## src/rtl/kssr_pkg.sv

```systemverilog
// Package of the key stack: sizes, operation and status codes, word types.
// Depends on nothing; every module of the block imports it.
`timescale 1ns / 1ps

package kssr_pkg;

  localparam int unsigned DEPTH     = 8;
  localparam int unsigned KEY_WIDTH = 32;
  localparam int unsigned FILL_W    = $clog2(DEPTH + 1);
  localparam int unsigned IDX_W     = $clog2(DEPTH);

  typedef enum logic [2:0] {
    OpPush   = 3'd0,
    OpPop    = 3'd1,
    OpPeek   = 3'd2,
    OpCount  = 3'd3,
    OpSearch = 3'd4,
    OpRemove = 3'd5
  } op_e;

  typedef enum logic [1:0] {
    StOk       = 2'd0,
    StFull     = 2'd1,
    StEmpty    = 2'd2,
    StNotFound = 2'd3
  } status_e;

  typedef struct packed {
    logic [2:0]           operation;
    logic [KEY_WIDTH-1:0] key;
  } in_word_t;

  typedef struct packed {
    logic [1:0]           status;
    logic [KEY_WIDTH-1:0] key_out;
    logic                 found;
    logic [3:0]           fill_count;
  } out_word_t;

  // Controls that the top level hands to every cell.
  typedef struct packed {
    logic valid;   // the cell holds a written entry
    logic load;    // take the pushed key
    logic remove;  // a remove with a match is under way
  } cell_ctrl_t;

endpackage

```

## src/rtl/kssr_cell.sv

```systemverilog
// One place of the key stack: the stored key, its compare and its shift.
// Depends on kssr_pkg.
`timescale 1ns / 1ps

module kssr_cell (
  input  logic                           clk_i,
  input  kssr_pkg::cell_ctrl_t           ctrl_i,
  input  logic [kssr_pkg::KEY_WIDTH-1:0] key_i,
  input  logic [kssr_pkg::KEY_WIDTH-1:0] above_entry_i,
  input  logic                           hit_above_i,
  output logic [kssr_pkg::KEY_WIDTH-1:0] entry_o,
  output logic                           hit_o
);
  import kssr_pkg::*;

  logic [KEY_WIDTH-1:0] entry_q, entry_d;
  logic                 shift;

  // The topmost match lies at or below this place when nothing above matched,
  // so this entry takes the one above it.
  assign shift = ctrl_i.remove && !hit_above_i;
  assign hit_o = hit_above_i || (ctrl_i.valid && (entry_q == key_i));

  always_comb begin
    entry_d = entry_q;
    if (ctrl_i.load) begin
      entry_d = key_i;
    end else if (shift) begin
      entry_d = above_entry_i;
    end
  end

  always_ff @(posedge clk_i) begin
    entry_q <= entry_d;
  end

  assign entry_o = entry_q;

endmodule

```

## src/rtl/key_stack_search_remove_core.sv

```systemverilog
// Key stack with search and remove: top level, a row of stack cells,
// the fill level and the output register. Depends on kssr_pkg and kssr_cell.
`timescale 1ns / 1ps

// Usage
// The block holds up to DEPTH keys as a last-in first-out stack. Each input
// word carries one operation (push, pop, peek, count, search, remove) and a
// key, and gives exactly one output word with status, key_out, found and the
// fill count after the operation.
// Both channels use valid and stall: a word moves at a rising edge where
// valid is high and stall is low.
// Every operation completes in the cycle of its acceptance; the output word
// is registered and shows in the cycle after the input word was taken. One
// word is accepted per cycle when not stalled, since each cell compares its
// own key and takes the entry from the cell above in the same cycle, and the
// topmost match is found by a hit signal that runs down the row of cells.
// When the receiver stalls, the held output word stays unchanged and the
// input is stalled only while that word waits, so the next word is accepted
// in the very cycle the pending one leaves.
// Reset empties the stack and drops any pending output word; the stored keys
// themselves are not cleared, as only entries below the fill level are read.
module key_stack_search_remove_core (
  input  logic                clk_i,
  input  logic                rst_ni,
  input  logic                in_valid_i,
  output logic                in_stall_o,
  input  kssr_pkg::in_word_t  in_word_i,
  output logic                out_valid_o,
  input  logic                out_stall_i,
  output kssr_pkg::out_word_t out_word_o
);
  import kssr_pkg::*;

  logic [FILL_W-1:0]    fill_q, fill_d;
  logic                 out_valid_q;
  out_word_t            out_word_q;
  out_word_t            result;
  logic                 accept;
  logic                 is_empty, is_full;
  logic                 push_ok, remove_ok;
  logic [KEY_WIDTH-1:0] entries [DEPTH];
  logic [KEY_WIDTH-1:0] above [DEPTH];
  logic                 hit_in [DEPTH];
  logic                 hit_out [DEPTH];
  cell_ctrl_t           ctrl [DEPTH];
  logic [FILL_W-1:0]    top_pos;
  logic [KEY_WIDTH-1:0] top_key;
  logic                 any_hit;

  // The input waits only while a finished word is held back by the receiver.
  assign in_stall_o = out_valid_q && out_stall_i;
  assign accept     = in_valid_i && !in_stall_o;

  assign is_empty = (fill_q == '0);
  assign is_full  = (fill_q == FILL_W'(DEPTH));
  assign top_pos  = fill_q - FILL_W'(1);
  assign top_key  = entries[top_pos[IDX_W-1:0]];
  assign any_hit  = hit_out[0];

  // Row of cells; the hit signal enters at the top and runs downwards.
  for (genvar i = 0; i < DEPTH; i++) begin : g_cell
    if (i == DEPTH - 1) begin : g_top
      assign above[i]  = '0;
      assign hit_in[i] = 1'b0;
    end else begin : g_mid
      assign above[i]  = entries[i+1];
      assign hit_in[i] = hit_out[i+1];
    end

    assign ctrl[i].valid  = (FILL_W'(i) < fill_q);
    assign ctrl[i].load   = push_ok && (fill_q == FILL_W'(i));
    assign ctrl[i].remove = remove_ok;

    kssr_cell u_cell (
      .clk_i        (clk_i),
      .ctrl_i       (ctrl[i]),
      .key_i        (in_word_i.key),
      .above_entry_i(above[i]),
      .hit_above_i  (hit_in[i]),
      .entry_o      (entries[i]),
      .hit_o        (hit_out[i])
    );
  end

  // Operation decode: status, result fields and the next fill level.
  always_comb begin
    fill_d         = fill_q;
    push_ok        = 1'b0;
    remove_ok      = 1'b0;
    result.status  = StOk;
    result.key_out = '0;
    result.found   = 1'b0;
    unique case (in_word_i.operation)
      OpPush: begin
        if (is_full) begin
          result.status = StFull;
        end else begin
          push_ok = accept;
          fill_d  = fill_q + FILL_W'(1);
        end
      end
      OpPop: begin
        if (is_empty) begin
          result.status = StEmpty;
        end else begin
          result.key_out = top_key;
          fill_d         = top_pos;
        end
      end
      OpPeek: begin
        if (is_empty) begin
          result.status = StEmpty;
        end else begin
          result.key_out = top_key;
        end
      end
      OpSearch: begin
        result.found = any_hit;
      end
      OpRemove: begin
        if (is_empty) begin
          result.status = StEmpty;
        end else if (!any_hit) begin
          result.status = StNotFound;
        end else begin
          remove_ok = accept;
          fill_d    = top_pos;
        end
      end
      default: begin
        // Count and the unused codes leave the stack as it is.
      end
    endcase
    result.fill_count = 4'(fill_d);
  end

  always_ff @(posedge clk_i or negedge rst_ni) begin
    if (!rst_ni) begin
      fill_q      <= '0;
      out_valid_q <= 1'b0;
    end else begin
      if (accept) begin
        fill_q      <= fill_d;
        out_valid_q <= 1'b1;
      end else if (!out_stall_i) begin
        out_valid_q <= 1'b0;
      end
    end
  end

  always_ff @(posedge clk_i) begin
    if (accept) begin
      out_word_q <= result;
    end
  end

  assign out_valid_o = out_valid_q;
  assign out_word_o  = out_word_q;

endmodule

```

## config.mk

```make
export PLATFORM = sky130hd
export DESIGN_NAME = key_stack_search_remove_core
export DESIGN_NICKNAME = d
export VERILOG_FILES = /design/src/rtl/kssr_pkg.sv /design/src/rtl/kssr_cell.sv /design/src/rtl/key_stack_search_remove_core.sv
export SDC_FILE = /design/constraint.sdc
export NUM_CORES = 1
export LEC_CHECK = 0
export BUFFER_PORTS_ARGS = -buffer_cell sky130_fd_sc_hd__buf_2
export CAP_MARGIN = 20
export CELL_PAD_IN_SITES_DETAIL_PLACEMENT = 2
export CELL_PAD_IN_SITES_GLOBAL_PLACEMENT = 2
export CORE_UTILIZATION = 45
export DETAILED_ROUTE_END_ITERATION = 7
export GPL_TIMING_DRIVEN = 0
export PLACE_DENSITY = 0.82
export SYNTH_ARGS = -nofsm -noshare
export SYNTH_HDL_FRONTEND = slang
export SYNTH_HIERARCHICAL = 1
export SYNTH_SLANG_ARGS = --single-unit
```

## constraint.sdc

```tcl
create_clock -name clk_i -period 5.16 [get_ports clk_i]
set_input_delay 0.774 -clock clk_i [delete_from_list [all_inputs] [get_ports clk_i]]
set_output_delay 0.774 -clock clk_i [all_outputs]
set_load 0.05 [all_outputs]
```

==> results.json, run 1 <==
{
  "status": "finished, violations left",
  "violations": "negative setup slack",
  "ys_ff_latch": 300,
  "yosys_warnings": 6,
  "seq_area_frac_synth_pct": 51.3,
  "grt_pass1_wl_um": 95100,
  "grt_usage_pct": 34.6,
  "clk_pin_slew_worst_paths_ns": 0.06,
  "insertion_delay_ns": 0.57,
  "portBuffers": 78,
  "postRouteAntennaNets": 0,
  "totalWireLength_um": 66900,
  "cts_num_sinks": 300,
  "grt_pass1_vias": 13300,
  "fmax_mhz": 189,
  "crit_arrival_ns": 5.47,
  "core_um2": 37900,
  "syn_avg_cell_area_um2": 14.2,
  "placed_cell_area_um2": 18800,
  "vias": 12400,
  "wl_per_cell_um": 34.7,
  "path_class": "primary input to flip-flop",
  "grt_max_degree": 33,
  "worst_pin_slew_ns": 1.02,
  "slew-limit-headroom_pct": 32.3,
  "power_mw": 8.84,
  "num_io_pins": 80,
  "via_per_inst": 6.42,
  "antenna_found_initial": 0,
  "drc": 0,
  "dp.cells": 1864,
  "synth_top_area_share_pct": 50.6,
  "syn_area_um2": 17500,
  "die_area_um2": 39700,
  "dieWidth_um": 199,
  "syn2layout_area_growth_pct": 14.2,
  "num_antenna_cells": 0,
  "num_rows": 71,
  "layout_commonest_cell": "edfxtp_1",
  "period_needed_ns": 5.29,
  "nets": 1434,
  "final.setup.tns_ns": -8.74,
  "critPathLaunchType": "primary input",
  "endpoint_kind": "flip-flop",
  "dp_slack_ns": -0.756,
  "start_util_pct": 46.1,
  "finalClockSkew_ns": 0.0185,
  "synthFlopType": "edfxtp_1",
  "maxCapViolations": 0,
  "cts_buffer_depth": 3,
  "cts_root_buf": "clkbuf_16",
  "rsz0062_at_grt": "yes",
  "cts_tree": "yes",
  "worstHoldPathType": "primary input to async pin",
  "synth.largest_area_cell": "edfxtp_1",
  "hpwl_um": 44800,
  "htree_levels": 2,
  "crit_path_max_fanout": 32,
  "mostFrequentLayoutCells": "295 x edfxtp_1, 256 x mux2_2, 250 x xor2_1",
  "layout-drive-gt1-share_pct": 36.4,
  "routabilityCongestion": 0.871,
  "ir_drop_uv": 185,
  "cts_buffers": 36,
  "period_share_pct": 102,
  "drt_iter0_drc": 1315,
  "synthArstFlopShare_pct": 1.67,
  "dr.pass1.iters": 5,
  "synth_area_leaders": "edfxtp_1 51%, mux2_2 16%, xor2_1 13%",
  "fp.dieH_um": 199,
  "nFillCells": 3526,
  "powerDensity_nw_per_um2": 442,
  "finalHoldViolCount": 0,
  "synth-edff-count": 295,
  "finalNonFillerCells": 1927,
  "yosysUniqueCellTypes": 42,
  "setup_viol": 96,
  "fin_ws_ns": -0.129,
  "required_ns": 5.34,
  "p_leak_nw": 7.04,
  "fin_area_um2": 20000,
  "grt_overflow_total": 0,
  "final_max_slew_viol_count": 0,
  "syn_inst": 1236
}
## Yosys cell counts (all sizes together), types with 11 or more instances
cell type and number:
a21o 13, buf 46, xor2 250, edfxtp 295
xnor2 11, a21oi 34, nor4 58, nand2 73
clkbuf 15, nor3 14, inv 16, nand3 20
mux2 256, mux4 64
## kinds of logic after synthesis
| kind of cell | synth area share (%) |
|---|---|
| compound gates | 2.46 |
| fa+ha+maj | 0.286 |
| flops | 51.3 |
| simple gates | 5.98 |
| buf+inv | 2.14 |
| xor+xnor | 13.1 |
| other cells | 0.0214 |
| mux | 24.7 |
## state kept, by name, summed over array words and instances (netlist names)
signal                 count
out_valid_o                1
fill_q                     4
out_word_o                39
g_cell.u_cell/entry_o    256
## cell type report
class | instances | area (um2) | share of cell area, %
clock inverter | 21 | 229 | 1.15
multi-input combinational | 891 | 8280 | 41.4
tap | 511 | 639 | 3.20
clock buffer | 42 | 945 | 4.73
timing repair buffer | 85 | 531 | 2.66
buffer | 61 | 314 | 1.57
inverter | 16 | 60.1 | 0.301
sequential | 300 | 8980 | 45.0
## report_power, final
part	leakage (nW)	internal [mW]	total [mW]	switching, mW
combinational	3.72	1.08	3.28	2.20
clock	0.569	1.56	2.66	1.10
sequential	2.75	2.81	2.90	0.0889
total	7.04	5.45	8.84	3.39
## metal layers
metal	global-route usage, %	vias to the layer above	wire (um)
li1	-	4987	-
met1	42.8	6442	24900
met2	57.2	732	32500
met3	6.21	210	5790
met4	19.1	0	3710
met5	0	-	0
## critical path, stage by stage
cell and delay [ns]:
buf_2 0.36, xor2_1 0.15, nor4_2 0.48, nand4_1 0.25, o31ai_1 0.29, inv_1 0.09
o31ai_1 0.08, inv_1 0.11, o31ai_1 0.10, inv_1 0.15, o31ai_1 0.11, inv_1 0.18
o31ai_1 0.10, inv_1 0.10, o31ai_1 0.09, inv_1 0.11, o31ai_1 0.09, inv_1 0.09
o31ai_1 0.14, nand2_1 0.15, nor3_1 0.31, buf_2 0.31, a21o_2 0.81
## worst paths after layout
| path | start | end | slack, ns | cells past startpoint |
|---|---|---|---|---|
| worst max-delay path | in_word_i[17] | g_cell[4].u_cell/entry_o[25]$_DFFE_PP_ | -0.13 | 23 |
| worst min-delay path | rst_ni | fill_q[1]$_DFFE_PN0P_ | 0.03 | 1 |
| worst max register to register | fill_q[0]$_DFFE_PN0P_ | g_cell[4].u_cell/entry_o[25]$_DFFE_PP_ | -0.10 | 21 |
| worst min register to register | out_valid_o$_DFFE_PN0P_ | out_valid_o$_DFFE_PN0P_ | 0.54 | 2 |
| max in group asynchronous | rst_ni | fill_q[0]$_DFFE_PN0P_ | 4.97 | 1 |
| min in group clk_i | in_valid_i | out_valid_o$_DFFE_PN0P_ | 0.42 | 2 |
## stage by stage
stage	util (%)	hold WS [ns]
floorplan	-	0.478
global placement	49.2	0.499
detailed placement	49.6	0.537
CTS	52.7	0.0166
global route	52.7	0.0302
finish	52.7	0.0322
## what timing repair did
action / 4_1_cts / 5_1_grt
endpoints found under the setup margin: 160 / 133
gates cloned: 0 / 0
endpoints found under the hold margin: 0 / 0
hold buffers: 0 / 0
resized for setup: 3 / 0
pin swaps: 0 / 0
setup buffers: 0 / 0
(Power assumes the default switching activity.)
==> inputs of run 2 (changes only) <==
--- a/config.mk
+++ b/config.mk
@@ -10,6 +10,7 @@
 export CELL_PAD_IN_SITES_DETAIL_PLACEMENT = 2
 export CELL_PAD_IN_SITES_GLOBAL_PLACEMENT = 2
 export CORE_UTILIZATION = 45
+export CTS_BUF_LIST = sky130_fd_sc_hd__clkbuf_16
 export DETAILED_ROUTE_END_ITERATION = 7
 export GPL_TIMING_DRIVEN = 0
 export PLACE_DENSITY = 0.82
==> run 2 against run 1 <==
The run still ends with negative setup slack left. Worst hold slack barely moved. Design area did not move. Maximum frequency rose by 0.16%. Critical path depth did not move. Clock power barely moved. Via count fell by 0.20%. Worst setup slack improved by 0.0084 ns. Global-route usage did not move. Combinational power barely moved. Die area did not move.
==> results.json, run 2 (synthesized netlist as in run 1, its figures left out) <==
{
  "insertion_delay_ns": 0.57,
  "num_rows": 71,
  "via_per_inst": 6.41,
  "fp.dieH_um": 199,
  "crit_path_start": "in_word_i[17]",
  "worst_pin_slew_ns": 1.05,
  "nFillCells": 3526,
  "routabilityCongestion": 0.871,
  "p_leak_nw": 7.06,
  "post-route-util_pct": 52.7,
  "grt_pass1_wl_um": 95100,
  "drc": 0,
  "postRouteAntennaNets": 0,
  "final_max_slew_viol_count": 0,
  "slew-limit-headroom_pct": 29.7,
  "crit_path_max_fanout": 32,
  "maxCapViolations": 0,
  "required_ns": 5.34,
  "status": "finished, violations left",
  "cts_buffer_depth": 3,
  "vias": 12300,
  "start_util_pct": 46.1,
  "layout_commonest_cell": "edfxtp_1",
  "drt_iter0_drc": 1315,
  "ir_drop_uv": 184,
  "dieWidth_um": 199,
  "grt_usage_pct": 34.6,
  "layout-drive-gt1-share_pct": 36.4,
  "final.setup.tns_ns": -8.05,
  "setup_viol": 96,
  "finalNonFillerCells": 1927,
  "rsz0062_at_grt": "yes",
  "mostFrequentLayoutCells": "295 x edfxtp_1, 256 x mux2_2, 250 x xor2_1",
  "grt_max_degree": 33,
  "endpoint_kind": "flip-flop",
  "path_class": "primary input to flip-flop",
  "critPathLaunchType": "primary input",
  "violations": "negative setup slack",
  "wl_per_cell_um": 34.7,
  "cts_buffers": 36,
  "largest_reg_flops": 256,
  "period_needed_ns": 5.28,
  "num_io_pins": 80,
  "hpwl_um": 44800,
  "cts_root_buf": "clkbuf_16",
  "finalClockSkew_ns": 0.0181,
  "totalWireLength_um": 66900,
  "htree_levels": 2,
  "grt_pass1_vias": 13300,
  "core_um2": 37900,
  "period_share_pct": 102,
  "grt_overflow_total": 0,
  "syn2layout_area_growth_pct": 14.2,
  "finalHoldViolCount": 0,
  "r2r-start": "fill_q[0]$_DFFE_PN0P_",
  "nets": 1434,
  "cts_tree": "yes",
  "worstHoldPathType": "primary input to async pin",
  "cts_num_sinks": 300,
  "clk_pin_slew_worst_paths_ns": 0.06,
  "dr.pass1.iters": 5,
  "die_area_um2": 39700,
  "fin_ws_ns": -0.120,
  "portBuffers": 78,
  "num_antenna_cells": 0,
  "crit_arrival_ns": 5.46,
  "dp.cells": 1864,
  "antenna_found_initial": 0,
  "fmax_mhz": 189,
  "powerDensity_nw_per_um2": 442
}
run 2: cell types whose count changed in the layout (fill, tap and decap cells not counted), sizes merged:
cell,before,now
clkbuf,57,52
inv,16,21
run 2: critical path, cell delays in order:
cell	delay (ns)
buf_2	0.37
xor2_1	0.15
nor4_2	0.49
nand4_1	0.25
o31ai_1	0.30
inv_1	0.09
o31ai_1	0.08
inv_1	0.10
o31ai_1	0.10
inv_1	0.15
o31ai_1	0.11
inv_1	0.18
o31ai_1	0.10
inv_1	0.10
o31ai_1	0.09
inv_1	0.11
o31ai_1	0.09
inv_1	0.09
o31ai_1	0.14
nand2_1	0.15
nor3_1	0.31
buf_2	0.31
a21o_2	0.81
run 2: per-stage QoR:
stage	setup slack, ns	total power, mW	cell area, um2	hold slack (ns)
after CTS	0.0185	8.79	20000	0.0166
after global routing	-0.246	9.03	20000	0.0302
final	-0.120	8.83	20000	0.0321
after detailed placement	-0.756	6.04	18800	0.537
after floorplan	0.855	4.83	17600	0.478
after global placement	-1.47	5.90	18600	0.499
run 2: power breakdown:
part	switching [mW]	leakage, nW	internal, mW
logic	2.20	3.72	1.08
registers	0.0890	2.75	2.81
clock network	1.11	0.590	1.55
run 2: final timing paths:
| check | to | cells past startpoint | slack, ns |
|---|---|---|---|
| worst max register to register | g_cell[4].u_cell/entry_o[25]$_DFFE_PP_ | 21 | -0.10 |
| worst max-delay path | g_cell[4].u_cell/entry_o[25]$_DFFE_PP_ | 23 | -0.12 |
| worst min register to register | out_valid_o$_DFFE_PN0P_ | 2 | 0.54 |
| min in group clk_i | out_valid_o$_DFFE_PN0P_ | 2 | 0.42 |
| max in group asynchronous | fill_q[0]$_DFFE_PN0P_ | 1 | 4.97 |
| worst min-delay path | fill_q[1]$_DFFE_PN0P_ | 1 | 0.03 |
run 2: repair_timing:
item,in CTS,in global routing
buffers inserted,0,0
hold buffers,0,0
gates cloned,0,0
resized for setup,3,0
hold endpoints to repair,0,0
setup endpoints to repair,160,133
run 2: cell type report:
class,instances,area [um2],share of cell area [%]
inverters,16,60.1,0.301
clock inverters,26,248,1.24
multi-input cells,891,8280,41.4
flip-flops and latches,300,8980,45.0
plain buffers,61,314,1.57
well taps,511,639,3.20
clock buffers,37,926,4.63
repair buffers,85,531,2.66
run 2: per-layer routing:
| metal | global-route usage, % | up-vias | share of wire [%] |
|---|---|---|---|
| met5 | 0 | - | 0 |
| li1 | - | 4985 | - |
| met1 | 42.8 | 6421 | 37 |
| met2 | 57.2 | 724 | 48 |
| met4 | 19.1 | 0 | 5.7 |
| met3 | 6.21 | 216 | 8.4 |
==> inputs of run 3 (changes only) <==
--- a/config.mk
+++ b/config.mk
@@ -10,7 +10,6 @@
 export CELL_PAD_IN_SITES_DETAIL_PLACEMENT = 2
 export CELL_PAD_IN_SITES_GLOBAL_PLACEMENT = 2
 export CORE_UTILIZATION = 45
-export CTS_BUF_LIST = sky130_fd_sc_hd__clkbuf_16
 export DETAILED_ROUTE_END_ITERATION = 7
 export GPL_TIMING_DRIVEN = 0
 export PLACE_DENSITY = 0.82
==> constraint.sdc (replaced) <==
create_clock -name clk_i -period 6.2 [get_ports clk_i]
set_input_delay 0.93 -clock clk_i [delete_from_list [all_inputs] [get_ports clk_i]]
set_output_delay 0.93 -clock clk_i [all_outputs]
set_load 0.05 [all_outputs]
==> run 3 against run 2 <==
The flow now finishes without violations. Core utilization hardly changed. Combinational power is 17% lower. Largest cell class unchanged. Power is 17% lower. Die area stayed put. Register-to-register slack better by 0.86 ns. Sequential power is 17% lower. Worst setup slack better by 0.60 ns. Non-clock buffer count stayed put. Highest routed layer unchanged.
==> results.json, run 3 (synthesized netlist as in run 1, its figures left out) <==
{
  "status": "finished clean",
  "num_io_pins": 80,
  "totalWireLength_um": 66800,
  "dr.pass1.iters": 5,
  "combPwrFrac_pct": 37.1,
  "start_util_pct": 46.1,
  "worst_pin_slew_ns": 0.995,
  "grt_max_degree": 33,
  "powerDensity_nw_per_um2": 368,
  "drc": 0,
  "grt_usage_pct": 34.6,
  "finalHoldViolCount": 0,
  "layout-drive-gt1-share_pct": 36.2,
  "fmax_mhz": 175,
  "grt_overflow_total": 0,
  "crit_path_max_fanout": 18,
  "cts_root_buf": "clkbuf_16",
  "dieWidth_um": 199,
  "slew-limit-headroom_pct": 33.6,
  "htree_levels": 2,
  "largest_reg_flops": 256,
  "worstHoldPathType": "primary input to async pin",
  "cts_setup_buffers": 0,
  "insertion_delay_ns": 0.57,
  "cts_buffer_depth": 3,
  "endpoint_kind": "flip-flop",
  "cts-resized-gates": 0,
  "final_max_slew_viol_count": 0,
  "routabilityCongestion": 0.871,
  "wl_per_cell_um": 34.7,
  "cts_num_sinks": 300,
  "finalClockSkew_ns": 0.0168,
  "critPathLaunchType": "primary input",
  "hpwl_um": 44800,
  "grt_pass1_wl_um": 95100,
  "p_leak_nw": 7.04,
  "die_area_um2": 39700,
  "postCtsHoldBufs": 0,
  "num_antenna_cells": 0,
  "fp.dieH_um": 199,
  "ir_drop_uv": 155,
  "path_class": "primary input to flip-flop",
  "power.share.clock_pct": 30.1,
  "grt_pass1_vias": 13300,
  "postRouteAntennaNets": 0,
  "clk_pin_slew_worst_paths_ns": 0.06,
  "setup_viol": 0,
  "mostFrequentLayoutCells": "295 x edfxtp_1, 256 x mux2_2, 250 x xor2_1",
  "portBuffers": 78,
  "period_needed_ns": 5.72,
  "drt_iter0_drc": 1282,
  "crit_arrival_ns": 5.99,
  "num_rows": 71,
  "holdWs_ns": 0.190,
  "via_per_inst": 6.42,
  "switchingPower_mw": 2.83,
  "post-route-util_pct": 52.6,
  "cts_buffers": 36,
  "period_share_pct": 92.3,
  "rsz0062_at_grt": "no",
  "layout_commonest_cell": "edfxtp_1",
  "sw_frac_of_total_pct": 38.4,
  "nets": 1434,
  "p_seq_share_pct": 32.8,
  "cts_tree": "yes",
  "p_int_mw": 4.53,
  "maxCapViolations": 0,
  "syn2layout_area_growth_pct": 14.1,
  "core_um2": 37900,
  "antenna_found_initial": 0,
  "vias": 12400,
  "required_ns": 6.46
}
==> run 3: changes by cell type in the layout (fill, tap and decap cells not counted), sizes merged <==
cell and change:
clkbuf +5, inv -5
==> run 3: through the flow <==
step           setup TNS (ns)  power [mW]  instance area (um2)  setup WS, ns  cells
2_1_floorplan               0        4.02                17600          1.74   1268
3_3_place_gp          -108.60        4.91                18600        -0.582   1857
3_5_place_dp                0        5.03                18800         0.128   1864
4_1_cts                     0        7.32                20000         0.609   1927
5_1_grt                     0        7.52                20000         0.325   1927
6_report                    0        7.36                20000         0.476   1927
==> run 3: path summary, 6_finish.rpt <==
check                           cells after the start  slack [ns]                                     end                                    from
worst max-delay path                               24        0.48  g_cell[6].u_cell/entry_o[25]$_DFFE_PP_                           in_word_i[17]
worst min register to register                      2        0.54                 out_valid_o$_DFFE_PN0P_                 out_valid_o$_DFFE_PN0P_
worst max register to register                     23        0.76  g_cell[6].u_cell/entry_o[25]$_DFFE_PP_  g_cell[7].u_cell/entry_o[17]$_DFFE_PP_
worst min-delay path                                1        0.19                 out_valid_o$_DFFE_PN0P_                                  rst_ni
min in group clk_i                                  2        0.54                 out_valid_o$_DFFE_PN0P_                 out_valid_o$_DFFE_PN0P_
max in group asynchronous                           1        5.85                   fill_q[0]$_DFFE_PN0P_                                  rst_ni
==> run 3: cell type report <==
type,count,area (um2)
Multi-Input combinational cell,891,8270
Tap cell,511,639
Fill cell,3530,18000
Clock inverter,21,229
Clock buffer,42,945
Sequential cell,300,8980
Buffer,61,314
Inverter,16,60.1
Timing Repair Buffer,85,531
==> run 3: metal layers <==
metal	global-route usage, %	part of all wire, %	routed length, um
met1	42.8	37	24900
met3	6.21	8.5	5700
met2	57.2	49	32500
met5	0	0	0
met4	19.1	5.6	3720
==> run 3: power groups by stage <==
stage / Combinational, mW / Sequential, mW / Clock (mW)
6_report: 2.73 / 2.41 / 2.22
5_1_grt: 2.80 / 2.42 / 2.30
4_1_cts: 2.67 / 2.41 / 2.24
3_5_place_dp: 2.58 / 2.45 / 0
3_3_place_gp: 2.47 / 2.44 / 0
2_1_floorplan: 1.44 / 2.58 / 0
==> run 3: critical path, cell delays in order <==
cell     delay [ns]
buf_2          0.38
xor2_1         0.14
nor4_1         0.62
nand4_1        0.28
o31ai_1        0.31
inv_1          0.10
o31ai_1        0.08
inv_1          0.11
o31ai_1        0.10
inv_1          0.15
o31ai_1        0.11
inv_1          0.17
o31ai_1        0.10
inv_1          0.10
o31ai_1        0.09
inv_1          0.11
o31ai_1        0.09
inv_1          0.09
o31ai_1        0.15
nand2_1        0.15
nor3_1         0.31
buf_2          0.31
a21o_1         0.76
buf_16         0.24
